**config.mk**
```make
export PLATFORM = sky130hd
export DESIGN_NAME = partition_fit_allocator
export DESIGN_NICKNAME = d
export VERILOG_FILES = /design/src/rtl/pfa_pkg.sv /design/src/rtl/partition_fit_allocator.sv /design/src/rtl/pfa_ram.sv
export SDC_FILE = /design/constraint.sdc
export NUM_CORES = 1
export LEC_CHECK = 0
export BUFFER_PORTS_ARGS = -buffer_cell sky130_fd_sc_hd__buf_2
export CORE_MARGIN = 4
export CORE_UTILIZATION = 32
export DETAILED_ROUTE_END_ITERATION = 12
export GPL_TIMING_DRIVEN = 0
export PLACE_DENSITY = 0.55
export SYNTH_ARGS = -nofsm -noshare
export SYNTH_HDL_FRONTEND = slang
export SYNTH_HIERARCHICAL = 1
export SYNTH_SLANG_ARGS = --single-unit
```
**constraint.sdc**
```tcl
create_clock -name clock -period 9.7 [get_ports clock]
set_input_delay 0.485 -clock clock [delete_from_list [all_inputs] [get_ports clock]]
set_output_delay 0.485 -clock clock [all_outputs]
set_load 0.05 [all_outputs]
```
**src/rtl/pfa_pkg.sv**
```systemverilog
package pfa_pkg;

   // default sizing
   localparam int DEF_ENTRIES   = 16;
   localparam int DEF_ADDR_BITS = 20;

   // fixed field widths
   localparam int BASE_W   = 20;
   localparam int LEN_W    = 21;
   localparam int INDEX_W  = 4;
   localparam int STATUS_W = 2;
   localparam int REQ_DATA_W = 64;
   localparam int RSP_DATA_W = 24;

   // command codes (req_tuser)
   localparam logic CMD_LOAD  = 1'b0;
   localparam logic CMD_ALLOC = 1'b1;

   // fit policy codes; the unused code falls back to first fit
   localparam logic [1:0] POL_FIRST = 2'd0;
   localparam logic [1:0] POL_BEST  = 2'd1;
   localparam logic [1:0] POL_WORST = 2'd2;

   // register indexes
   localparam logic CSR_FIT_POLICY   = 1'b0;
   localparam logic CSR_SPLIT_ENABLE = 1'b1;

   typedef enum logic [STATUS_W-1:0] {
      ST_GRANTED = 2'd0,
      ST_NOFIT   = 2'd1,
      ST_FULL    = 2'd2,
      ST_LOADED  = 2'd3
   } status_type;

   typedef enum logic [2:0] {
      FSM_IDLE,
      FSM_SCAN,
      FSM_DECIDE,
      FSM_GRANT,
      FSM_DONE
   } fsm_state_type;

endpackage

```
**src/rtl/partition_fit_allocator.sv**
```systemverilog
// Channel | Dir | Handshake             | Payload
// req     | in  | req_tvalid/req_tready | tuser: cmd; tdata: load_base, load_length,
//         |     |                       |   request_size
// rsp     | out | rsp_tvalid/rsp_tready | tuser: status; tdata: grant_base, grant_index
// csr     | in  | csr_valid/csr_ready   | csr_index, csr_data (always ready)
//
// A load's result is registered in the cycle that accepts it. An allocate reads
// the table RAM one entry per cycle over the count entries loaded so far (one read
// port, registered read), drains the compare stage, then decides and appends a split
// remainder, then marks the entry busy (skipped without a grant). The next item is
// accepted once the result has moved into the output register.
// Reset is synchronous; it empties the table (count and busy bits), no clearing
// pass is needed. A result that is not taken holds in the output register; the
// next item is accepted meanwhile, and its result waits until the register frees.
module partition_fit_allocator
   import pfa_pkg::*;
#(
   parameter int ENTRIES   = DEF_ENTRIES,
   parameter int ADDR_BITS = DEF_ADDR_BITS
) (
   input  logic                  clock,
   input  logic                  reset,
   // request stream
   input  logic                  req_tvalid,
   output logic                  req_tready,
   input  logic                  req_tuser,   // [0] cmd
   input  logic [REQ_DATA_W-1:0] req_tdata,   // [19:0] load_base, [40:20] load_length,
                                              // [61:41] request_size, [63:62] zero
   // response stream
   output logic                  rsp_tvalid,
   input  logic                  rsp_tready,
   output logic [STATUS_W-1:0]   rsp_tuser,   // [1:0] status
   output logic [RSP_DATA_W-1:0] rsp_tdata,   // [19:0] grant_base, [23:20] grant_index
   // register writes
   input  logic                  csr_valid,
   output logic                  csr_ready,
   input  logic                  csr_index,
   input  logic [1:0]            csr_data
);

   localparam int IDX_W  = (ENTRIES > 1) ? $clog2(ENTRIES) : 1;
   localparam int CNT_W  = $clog2(ENTRIES + 1);
   localparam int WORD_W = LEN_W + ADDR_BITS;

   // request fields
   logic [BASE_W-1:0] in_base;
   logic [LEN_W-1:0]  in_len;
   logic [LEN_W-1:0]  in_req;
   logic              req_acc;

   assign in_base = req_tdata[BASE_W-1:0];
   assign in_len  = req_tdata[BASE_W +: LEN_W];
   assign in_req  = req_tdata[BASE_W+LEN_W +: LEN_W];
   assign req_acc = req_tvalid && req_tready;

   // control state
   fsm_state_type     state_ff, state_in;
   logic [CNT_W-1:0]  count_ff, count_in;
   logic [ENTRIES-1:0] busy_ff, busy_in;
   logic [1:0]        fit_policy_ff;
   logic              split_enable_ff;
   logic              rsp_tvalid_ff, rsp_tvalid_in;
   logic              cmp_vld_ff, cmp_vld_in;
   logic              pick_vld_ff, pick_vld_in;

   // working payload
   logic [CNT_W-1:0]     scan_ff, scan_in;
   logic [IDX_W-1:0]     cmp_idx_ff, cmp_idx_in;
   logic [LEN_W-1:0]     req_ff, req_in;
   logic [IDX_W-1:0]     pick_idx_ff, pick_idx_in;
   logic [LEN_W-1:0]     pick_left_ff, pick_left_in;
   logic [LEN_W-1:0]     pick_len_ff, pick_len_in;
   logic [ADDR_BITS-1:0] pick_base_ff, pick_base_in;
   logic                 split_go_ff, split_go_in;
   status_type           res_status_ff, res_status_in;
   logic [BASE_W-1:0]    res_base_ff, res_base_in;
   logic [INDEX_W-1:0]   res_index_ff, res_index_in;
   status_type           rsp_tuser_ff, rsp_tuser_in;
   logic [RSP_DATA_W-1:0] rsp_tdata_ff, rsp_tdata_in;

   // table RAM: {length, base}
   logic              mem_we;
   logic [IDX_W-1:0]  mem_waddr;
   logic [WORD_W-1:0] mem_wdata;
   logic [IDX_W-1:0]  mem_raddr;
   logic [WORD_W-1:0] mem_rdata;

   pfa_ram #(
      .WIDTH (WORD_W),
      .DEPTH (ENTRIES)
   ) u_table (
      .clock   (clock),
      .wr_en   (mem_we),
      .wr_addr (mem_waddr),
      .wr_data (mem_wdata),
      .rd_addr (mem_raddr),
      .rd_data (mem_rdata)
   );

   // compare stage on the entry read last cycle
   logic [LEN_W-1:0]     rd_len;
   logic [ADDR_BITS-1:0] rd_base;
   logic [LEN_W-1:0]     rd_left;
   logic                 rd_fits;
   logic                 take;

   assign rd_len  = mem_rdata[ADDR_BITS +: LEN_W];
   assign rd_base = mem_rdata[ADDR_BITS-1:0];
   assign rd_left = rd_len - req_ff;
   assign rd_fits = cmp_vld_ff && !busy_ff[cmp_idx_ff] && (rd_len >= req_ff);

   always_comb begin
      case (fit_policy_ff)
         POL_BEST:  take = rd_fits && (!pick_vld_ff || rd_left < pick_left_ff);
         POL_WORST: take = rd_fits && (!pick_vld_ff || rd_left > pick_left_ff);
         default:   take = rd_fits && !pick_vld_ff;
      endcase
   end

   assign req_tready = (state_ff == FSM_IDLE);
   assign csr_ready  = 1'b1;
   assign rsp_tvalid = rsp_tvalid_ff;
   assign rsp_tuser  = rsp_tuser_ff;
   assign rsp_tdata  = rsp_tdata_ff;

   // next state, table updates and result
   always_comb begin
      state_in      = state_ff;
      count_in      = count_ff;
      busy_in       = busy_ff;
      scan_in       = scan_ff;
      cmp_vld_in    = 1'b0;
      cmp_idx_in    = cmp_idx_ff;
      req_in        = req_ff;
      pick_vld_in   = pick_vld_ff;
      pick_idx_in   = pick_idx_ff;
      pick_left_in  = pick_left_ff;
      pick_len_in   = pick_len_ff;
      pick_base_in  = pick_base_ff;
      split_go_in   = split_go_ff;
      res_status_in = res_status_ff;
      res_base_in   = res_base_ff;
      res_index_in  = res_index_ff;
      rsp_tvalid_in = rsp_tvalid_ff && !rsp_tready;
      rsp_tuser_in  = rsp_tuser_ff;
      rsp_tdata_in  = rsp_tdata_ff;
      mem_we        = 1'b0;
      mem_waddr     = count_ff[IDX_W-1:0];
      mem_wdata     = '0;
      mem_raddr     = scan_ff[IDX_W-1:0];

      // keep the best candidate so far
      if (take) begin
         pick_vld_in  = 1'b1;
         pick_idx_in  = cmp_idx_ff;
         pick_left_in = rd_left;
         pick_len_in  = rd_len;
         pick_base_in = rd_base;
      end

      case (state_ff)
         FSM_IDLE: begin
            if (req_acc) begin
               res_base_in  = '0;
               res_index_in = '0;
               if (req_tuser == CMD_LOAD) begin
                  if (count_ff == CNT_W'(ENTRIES)) begin
                     res_status_in = ST_FULL;
                  end else begin
                     mem_we        = 1'b1;
                     mem_wdata     = {in_len, ADDR_BITS'(in_base)};
                     busy_in[count_ff[IDX_W-1:0]] = 1'b0;
                     count_in      = count_ff + CNT_W'(1);
                     res_status_in = ST_LOADED;
                     res_index_in  = INDEX_W'(count_ff);
                  end
                  state_in = FSM_DONE;
               end else begin
                  req_in      = in_req;
                  scan_in     = '0;
                  pick_vld_in = 1'b0;
                  if (in_req == '0) begin
                     res_status_in = ST_NOFIT;
                     state_in      = FSM_DONE;
                  end else begin
                     state_in = FSM_SCAN;
                  end
               end
            end
         end
         FSM_SCAN: begin
            // issue one read per cycle, drain the compare stage before deciding
            if (scan_ff < count_ff) begin
               cmp_vld_in = 1'b1;
               cmp_idx_in = scan_ff[IDX_W-1:0];
               scan_in    = scan_ff + CNT_W'(1);
            end else if (!cmp_vld_ff) begin
               state_in = FSM_DECIDE;
            end
         end
         FSM_DECIDE: begin
            split_go_in = 1'b0;
            if (!pick_vld_ff) begin
               res_status_in = ST_NOFIT;
               state_in      = FSM_DONE;
            end else if (split_enable_ff && pick_len_ff > req_ff) begin
               if (count_ff == CNT_W'(ENTRIES)) begin
                  res_status_in = ST_FULL;
                  state_in      = FSM_DONE;
               end else begin
                  // append the remainder as a free entry
                  mem_we      = 1'b1;
                  mem_wdata   = {pick_len_ff - req_ff,
                                 pick_base_ff + ADDR_BITS'(req_ff)};
                  busy_in[count_ff[IDX_W-1:0]] = 1'b0;
                  count_in    = count_ff + CNT_W'(1);
                  split_go_in = 1'b1;
                  state_in    = FSM_GRANT;
               end
            end else begin
               state_in = FSM_GRANT;
            end
         end
         FSM_GRANT: begin
            busy_in[pick_idx_ff] = 1'b1;
            if (split_go_ff) begin
               mem_we    = 1'b1;
               mem_waddr = pick_idx_ff;
               mem_wdata = {req_ff, pick_base_ff};
            end
            res_status_in = ST_GRANTED;
            res_base_in   = BASE_W'(pick_base_ff);
            res_index_in  = INDEX_W'(pick_idx_ff);
            state_in      = FSM_DONE;
         end
         FSM_DONE: begin
            if (!rsp_tvalid_ff || rsp_tready) begin
               rsp_tvalid_in = 1'b1;
               rsp_tuser_in  = res_status_ff;
               rsp_tdata_in  = {res_index_ff, res_base_ff};
               state_in      = FSM_IDLE;
            end
         end
         default: begin
            state_in = FSM_IDLE;
         end
      endcase
   end

   // control registers
   always_ff @(posedge clock) begin
      if (reset) begin
         state_ff        <= FSM_IDLE;
         count_ff        <= '0;
         busy_ff         <= '0;
         fit_policy_ff   <= POL_FIRST;
         split_enable_ff <= 1'b0;
         rsp_tvalid_ff   <= 1'b0;
         cmp_vld_ff      <= 1'b0;
         pick_vld_ff     <= 1'b0;
      end else begin
         state_ff      <= state_in;
         count_ff      <= count_in;
         busy_ff       <= busy_in;
         rsp_tvalid_ff <= rsp_tvalid_in;
         cmp_vld_ff    <= cmp_vld_in;
         pick_vld_ff   <= pick_vld_in;
         if (csr_valid && csr_ready) begin
            case (csr_index)
               CSR_FIT_POLICY:   fit_policy_ff   <= csr_data;
               CSR_SPLIT_ENABLE: split_enable_ff <= csr_data[0];
               default:          fit_policy_ff   <= fit_policy_ff;
            endcase
         end
      end
   end

   // payload registers
   always_ff @(posedge clock) begin
      scan_ff       <= scan_in;
      cmp_idx_ff    <= cmp_idx_in;
      req_ff        <= req_in;
      pick_idx_ff   <= pick_idx_in;
      pick_left_ff  <= pick_left_in;
      pick_len_ff   <= pick_len_in;
      pick_base_ff  <= pick_base_in;
      split_go_ff   <= split_go_in;
      res_status_ff <= res_status_in;
      res_base_ff   <= res_base_in;
      res_index_ff  <= res_index_in;
      rsp_tuser_ff  <= rsp_tuser_in;
      rsp_tdata_ff  <= rsp_tdata_in;
   end

`ifndef NO_ASSERTIONS
   // a new result only appears out of the completion state
   a_rsp_from_done: assert property (@(posedge clock) disable iff (reset)
      $rose(rsp_tvalid_ff) |-> $past(state_ff) == FSM_DONE)
      else $error("response raised outside completion state");

   // a grant never lands on an entry that is already busy
   a_grant_free: assert property (@(posedge clock) disable iff (reset)
      (state_ff == FSM_GRANT) |-> !busy_ff[pick_idx_ff])
      else $error("grant of a busy entry");

   // the table grows by one entry at a time
   a_count_step: assert property (@(posedge clock) disable iff (reset)
      (!$past(reset) && count_ff != $past(count_ff))
         |-> count_ff == $past(count_ff) + CNT_W'(1))
      else $error("entry count jumped");
`endif

endmodule

```
**src/rtl/pfa_ram.sv**
```systemverilog
module pfa_ram #(
   parameter int WIDTH = 8,
   parameter int DEPTH = 16
) (
   input  logic                     clock,
   input  logic                     wr_en,
   input  logic [$clog2(DEPTH)-1:0] wr_addr,
   input  logic [WIDTH-1:0]         wr_data,
   input  logic [$clog2(DEPTH)-1:0] rd_addr,
   output logic [WIDTH-1:0]         rd_data
);

   logic [WIDTH-1:0] mem_ff [DEPTH];
   logic [WIDTH-1:0] rd_data_ff;

   // one write port, one registered read port
   always_ff @(posedge clock) begin
      if (wr_en) begin
         mem_ff[wr_addr] <= wr_data;
      end
      rd_data_ff <= mem_ff[rd_addr];
   end

   assign rd_data = rd_data_ff;

endmodule
```
Word-level counts from Yosys, hierarchy flattened
Memory sizes are Yosys's and may differ from the RTL's. A register that Yosys moved wholly into a read port is not among the register bits. Cells that the tools add are included.

Word-level logic and storage cells: 169. Bits in latches: 0. Memories: 1. Bits in registers: 179. Input bits: 73. Bits in read-only memories: 0. Bits in writable memories: 656.

Memories: u_table.mem_ff (words 16, bits a word 41, rd ports 1, clocked after Yosys merged registers in 1, wr ports 1, line pfa_ram.sv:13) `logic [WIDTH-1:0] mem_ff [DEPTH];`.

Div/mod/pow operators: 0. $lt $le $gt $ge: 10. $mul: 0. Shifts and indexed selects: 0. Add/sub/neg operators: 5. Mux-type cells: 73. Reduce and logical (&&, ||, !) cells: 35. Equal/unequal tests: 19. Bitwise gates (word level): 5.

Operators by type and width (count): 41-bit 2-to-1 mux (7); 41-bit one-hot mux with 3 select lines (1); 16-bit 2-to-1 mux (5); 16-bit one-hot mux with 3 select lines (1); 21-bit greater-than comparator (2); 21-bit subtractor (2); 5-bit 2-to-1 mux (8); 20-bit one-hot mux with 2 select lines (1); 3-bit 2-to-1 mux (9); 21-bit greater-or-equal comparator (1); 21-bit zero test (1); 21-bit less-than comparator (1); 20-bit adder (1); 20-bit 2-to-1 mux (1); 4-bit 2-to-1 mux (5); 5-bit one-hot mux with 2 select lines (2); 1-bit 2-to-1 mux (19); 16-bit bitwise AND (1); 16-bit NOT (1); 16-bit bitwise OR (1); 4-bit by 5-bit less-than comparator with 1-bit output (second input constant) (3); 3-bit one-hot mux with 5 select lines (1); 5-bit AND reduction (3); 2-bit inequality test (second input constant) (7); 30 further kinds (63).

Depth between registers and ports, before layout
Word-level depth: 11. Gate-level depth with buffers: 19.

Modules after synthesis
The synthesis kept the hierarchy.

Modules (own cells, without submodules): pfa_ram (sequential area each 20519.7 µm², cells each 1066, area each 25369.3 µm², instances 1); partition_fit_allocator (sequential area each 5074.9 µm², cells each 1020, area each 10716.5 µm², instances 1).

Worst setup path before layout
No wires, ideal clock.

Path type: register to register. Start: reg req_ff[0]. End: reg pick_base_ff[0], enable pin. Data required time: 9.109 ns. Clock period less this slack: 9.014 ns. Setup time: 0.591 ns. Stages on the path, launching flop included: 19. Arrival time: 8.424 ns. Slack: 0.686 ns. Cell sequence: edfxtp_1 > ha_1 > fa_1 > nand2b_1 > a21boi_0 > o21ai_0 > a21oi_1 > o211ai_1 > a21oi_1 > mux2i_1 > nand2_1 > ha_1 > a21o_1 > a21o_1 > a21oi_1 > o21ai_0 > or3_1 > a21o_1 > a21boi_0.

Word-level cells in the longest chain between the ends: 5.

Ends and longest elaborated chain: from (decl) (line partition_fit_allocator.sv:69) `logic [LEN_W-1:0] req_ff, req_in;`; from (signal assigned) (line partition_fit_allocator.sv:282) `req_ff <= req_in;`; 21-bit subtractor * (line partition_fit_allocator.sv:109) `assign rd_left = rd_len - req_ff;`; via rd_left[18] (line partition_fit_allocator.sv:103) `logic [LEN_W-1:0] rd_left;`; 21-bit greater-than comparator / 21-bit less-than comparator (equally long branches) (line partition_fit_allocator.sv:115, partition_fit_allocator.sv:114); 1-bit logical OR, on equally long branches (line partition_fit_allocator.sv:115, partition_fit_allocator.sv:114); 1-bit logical AND, on equally long branches (line partition_fit_allocator.sv:115, partition_fit_allocator.sv:114); 1-bit one-hot mux with 2 select lines * (line partition_fit_allocator.sv:113) `case (fit_policy_ff)`; via take (line partition_fit_allocator.sv:105) `logic take;`; to (signal assigned) (line partition_fit_allocator.sv:286) `pick_base_ff <= pick_base_in;`; to (decl) (line partition_fit_allocator.sv:73) `logic [ADDR_BITS-1:0] pick_base_ff, pick_base_in;`.

The timed path passes the listed nets; every way through them passes the cells marked *. A chain may end at the register's enable or synchronous reset.

Worst setup path in the final report
Start: reg req_ff[1]. End: reg pick_base_ff[16], enable pin.

The elaborated chain is that of the path after synthesis.

==> flow_metrics.env <==
export IMPL_dp_hpwl_um=72200
export IMPL_crit_required_ns=10.04
export IMPL_status="finished clean"
export IMPL_critical_path_arrival_ns=6.13
export IMPL_timing_rr_start="req_ff[1]"
export IMPL_clk_latency_ns=0.66
export IMPL_synth_most_common_cell="edfxtp_1"
export IMPL_coreArea_um2=111000
export IMPL_fmax_mhz=173
export IMPL_io_pins=102
export IMPL_synthXorXnorAreaFrac_pct=1.21
export IMPL_syn_nets=2254
export IMPL_min_path_type="in2reg"
export IMPL_ys_seq_area_share_pct=70.9
export IMPL_grt_pass1_vias=20700
export IMPL_yosys_top_cells_area="edfxtp_1 (67%), mux4_2 (11%), dfxtp_1 (3.9%)"
export IMPL_grt_pass1_wl_um=147000
export IMPL_grt_max_degree=25
export IMPL_cts_root_buf="clkbuf_16"
export IMPL_routed_via_count=20900
export IMPL_peakVddDrop_mv=0.126
export IMPL_ys_ff_latch=876
export IMPL_holdWs_ns=0.0352
export IMPL_clk_pin_slew_worst_paths_ns=0.07
export IMPL_wl_um=103000
export IMPL_period_share_pct=59.7
export IMPL_crit_buf_inv=2
export IMPL_p_leak_nw=14.7
export IMPL_synthSimpleGateAreaFrac_pct=4.40
export IMPL_synthArstFlopShare_pct=0
export IMPL_max_slew_margin_pct=18.5
export IMPL_synth_top_area_share_pct=67.0
export IMPL_track_usage_pct=17.2
export IMPL_setup_tns_ns=0
export IMPL_viasPerCell=5.35
export IMPL_final_hold_violation_count=0
export IMPL_maxCapViolCount=0
export IMPL_hold_depth=1
export IMPL_nNetsFinal=2513
export IMPL_start_util_pct=32.4
export IMPL_drt_antenna_violating_nets=0
export IMPL_rows=122
export IMPL_crit_family="compound AO/OA/AOI/OAI gates"
export IMPL_drt_iter0_markers=2308
export IMPL_synth_mux_area_share_pct=10.8
export IMPL_die_area_um2=118000
export IMPL_cts_tree="done"
export IMPL_synth_compound_area_share_pct=7.46
export IMPL_worst_pin_slew_ns=1.21
export IMPL_reg2regPathDepth=18
export IMPL_cts_resized=0
export IMPL_postLayoutCoreUtil_pct=38.5
export IMPL_clock_sinks=876
export IMPL_crit_type="reg2reg"
export IMPL_clockBufferDepth=3
export IMPL_end_kind="register"
export IMPL_globalplace_congestion=0.870
export IMPL_io_buffers=96
export IMPL_p_per_area_nw_per_um2=222
export IMPL_critPathSlowestCell="edfxtp_1"
export IMPL_syn_avg_cell_area_um2=17.3
export IMPL_hold_start="req_tdata[45]"
export IMPL_syn2layout_area_growth_pct=18.6
export IMPL_synth_top_cells_by_count="edfxtp_1 (805), mux4_2 (169), a22oi_1 (135), nand2_1 (102), ha_1 (92)"
export IMPL_crit_chain="inv_1, ha_1, nor2b_1, o21ai_0, a21boi_0, o311ai_1, a21oi_1, a21o_1, a21oi_1, xnor2_1, ha_1, a21o_1, a21oi_1, o21ai_0, or3_1, a21o_1, a21boi_4, buf_12"
export IMPL_slew_violations=0
export IMPL_htreeDepth=3
export IMPL_drive_gt1_share_pct=21.8
export IMPL_wl_per_cell_um=26.3
export IMPL_first_pass_iters=5
export IMPL_hold_end="req_ff[4]"
export IMPL_cp_depth=18
export IMPL_reg2reg_slack_ns=3.91
export IMPL_synth_cells=2086
export IMPL_cts_buffers=90
export IMPL_die_w_um=344
export IMPL_setup_ws_ns=3.91
export IMPL_worst_path_max_fanout=20
export IMPL_ys_warn_count=6
export IMPL_skew_ns=0.0359
export IMPL_ys_dominant_reg_cell="edfxtp_1"
export IMPL_drcViolationCount=0
export IMPL_syn_area_um2=36100
export IMPL_timing_rr_end="pick_base_ff[16]"
export IMPL_yosys_area_top_type="edfxtp_1"
export IMPL_rsz0062_at_grt="no"
export IMPL_critical_path_max_stage_delay_ns=0.77
export IMPL_synth_edf_count=805
export IMPL_finalCriticalPeriod_ns=5.79
export IMPL_dp_slack_ns=3.92
export IMPL_synth_fa_ha_area_share_pct=3.36
export IMPL_die_h_um=344
export IMPL_finalSetupViolCount=0
export IMPL_synth_top_family_by_area="multiplexers"
export IMPL_start_kind="register"
export IMPL_synthDistinctLibCells=68
export IMPL_grt_overflow_total=0
export IMPL_grt_antenna_before_repair=5
## power by group
group	internal [mW]	switching, mW	total [mW]
Combinational	0.551	0.893	1.44
Clock	2.17	1.46	3.63
Sequential	4.34	0.104	4.44
## worst reg2reg max path: cells and delay by family, from the launching register on
family | cells | cell delay, ns
xor gates and xnor gates | 1 | 0.17
DFF | 1 | 0.77
adders and majority gates | 2 | 0.67
and+or+nand+nor | 2 | 0.45
AOI/OAI and AO/OA | 11 | 2.80
buffers and inverters | 2 | 0.58
## per-stage QoR
| stage | power [mW] | area (um^2) | cells |
|---|---|---|---|
| after floorplan | 5.43 | 36100 | 2086 |
| after global placement | 5.90 | 38400 | 3670 |
| after detailed placement | 5.95 | 39600 | 3734 |
| after CTS | 9.59 | 42800 | 3907 |
| after global routing | 9.88 | 42800 | 3908 |
| final | 9.52 | 42800 | 3910 |
## layout by cell type (no fill, tap or decap), types with 27 or more instances in the layout
cell type	instances
edfxtp_1	805
mux4_2	169
a22oi_1	135
buf_2	107
nand2_1	101
ha_1	92
clkbuf_16	92
inv_1	72
a21oi_1	71
dfxtp_1	71
nor2_1	60
clkbuf_1	60
o21ai_0	44
o21ai_1	37
a21o_1	36
and3_1	33
buf_6	27
## state kept, by name, summed over array words and instances, names as in the netlist, 16 cells and up
name	flops
busy_ff	16
pick_base_ff	20
pick_left_ff	21
pick_len_ff	21
req_ff	21
res_base_ff	20
rsp_tdata	24
u_table/mem_ff	656
u_table/rd_data	41
## kinds of logic (layout without fill, tap and decap cells)
kind of cell / after synthesis / count (layout)
AND/OR/NAND/NOR: 329 / 329
buffers and inverters: 157 / 491
adder cells (fa/ha/maj): 95 / 95
XOR/XNOR: 50 / 50
flip-flops: 876 / 876
other: 1 / 3
AO/OA/AOI/OAI: 402 / 402
multiplexers: 176 / 176
## worst max-delay path by stage
stage | startpoint | to | slack, ns
4_1_cts | req_ff[1] | pick_base_ff[17] | 3.89
5_1_grt | req_ff[1] | pick_base_ff[17] | 3.55
6_report | req_ff[1] | pick_base_ff[16] | 3.91
3_5_place_dp | req_ff[1] | pick_base_ff[18] | 3.92
3_3_place_gp | req_ff[1] | pick_base_ff[15] | -4.49
2_1_floorplan | req_ff[0] | pick_base_ff[0] | 0.69
## layout make-up
type,count,area [um^2]
inverter,73,274
antenna,2,5.00
timing repair buffer,167,1590
clock inverter,50,659
buffer,84,404
sequential,876,25600
tap,1488,1860
fill,10100,68500
clock buffer,117,2460
multi-input combinational,1053,9970
## what timing repair did
action | in CTS | in global routing
hold endpoints to repair | 6 | 0
hold buffers | 6 | 0
buffers inserted | 0 | 0
## metal layers
metal  vias to the layer above  global-route usage [%]  wire (um)
li1                       8936                       -          -
met4                         0                    3.33       1870
met3                       131                    4.41      10200
met5                         -                       0          0
met1                     10900                    25.2      45200
met2                       977                    26.1      45500
Power figures use the tool's default switching activity.
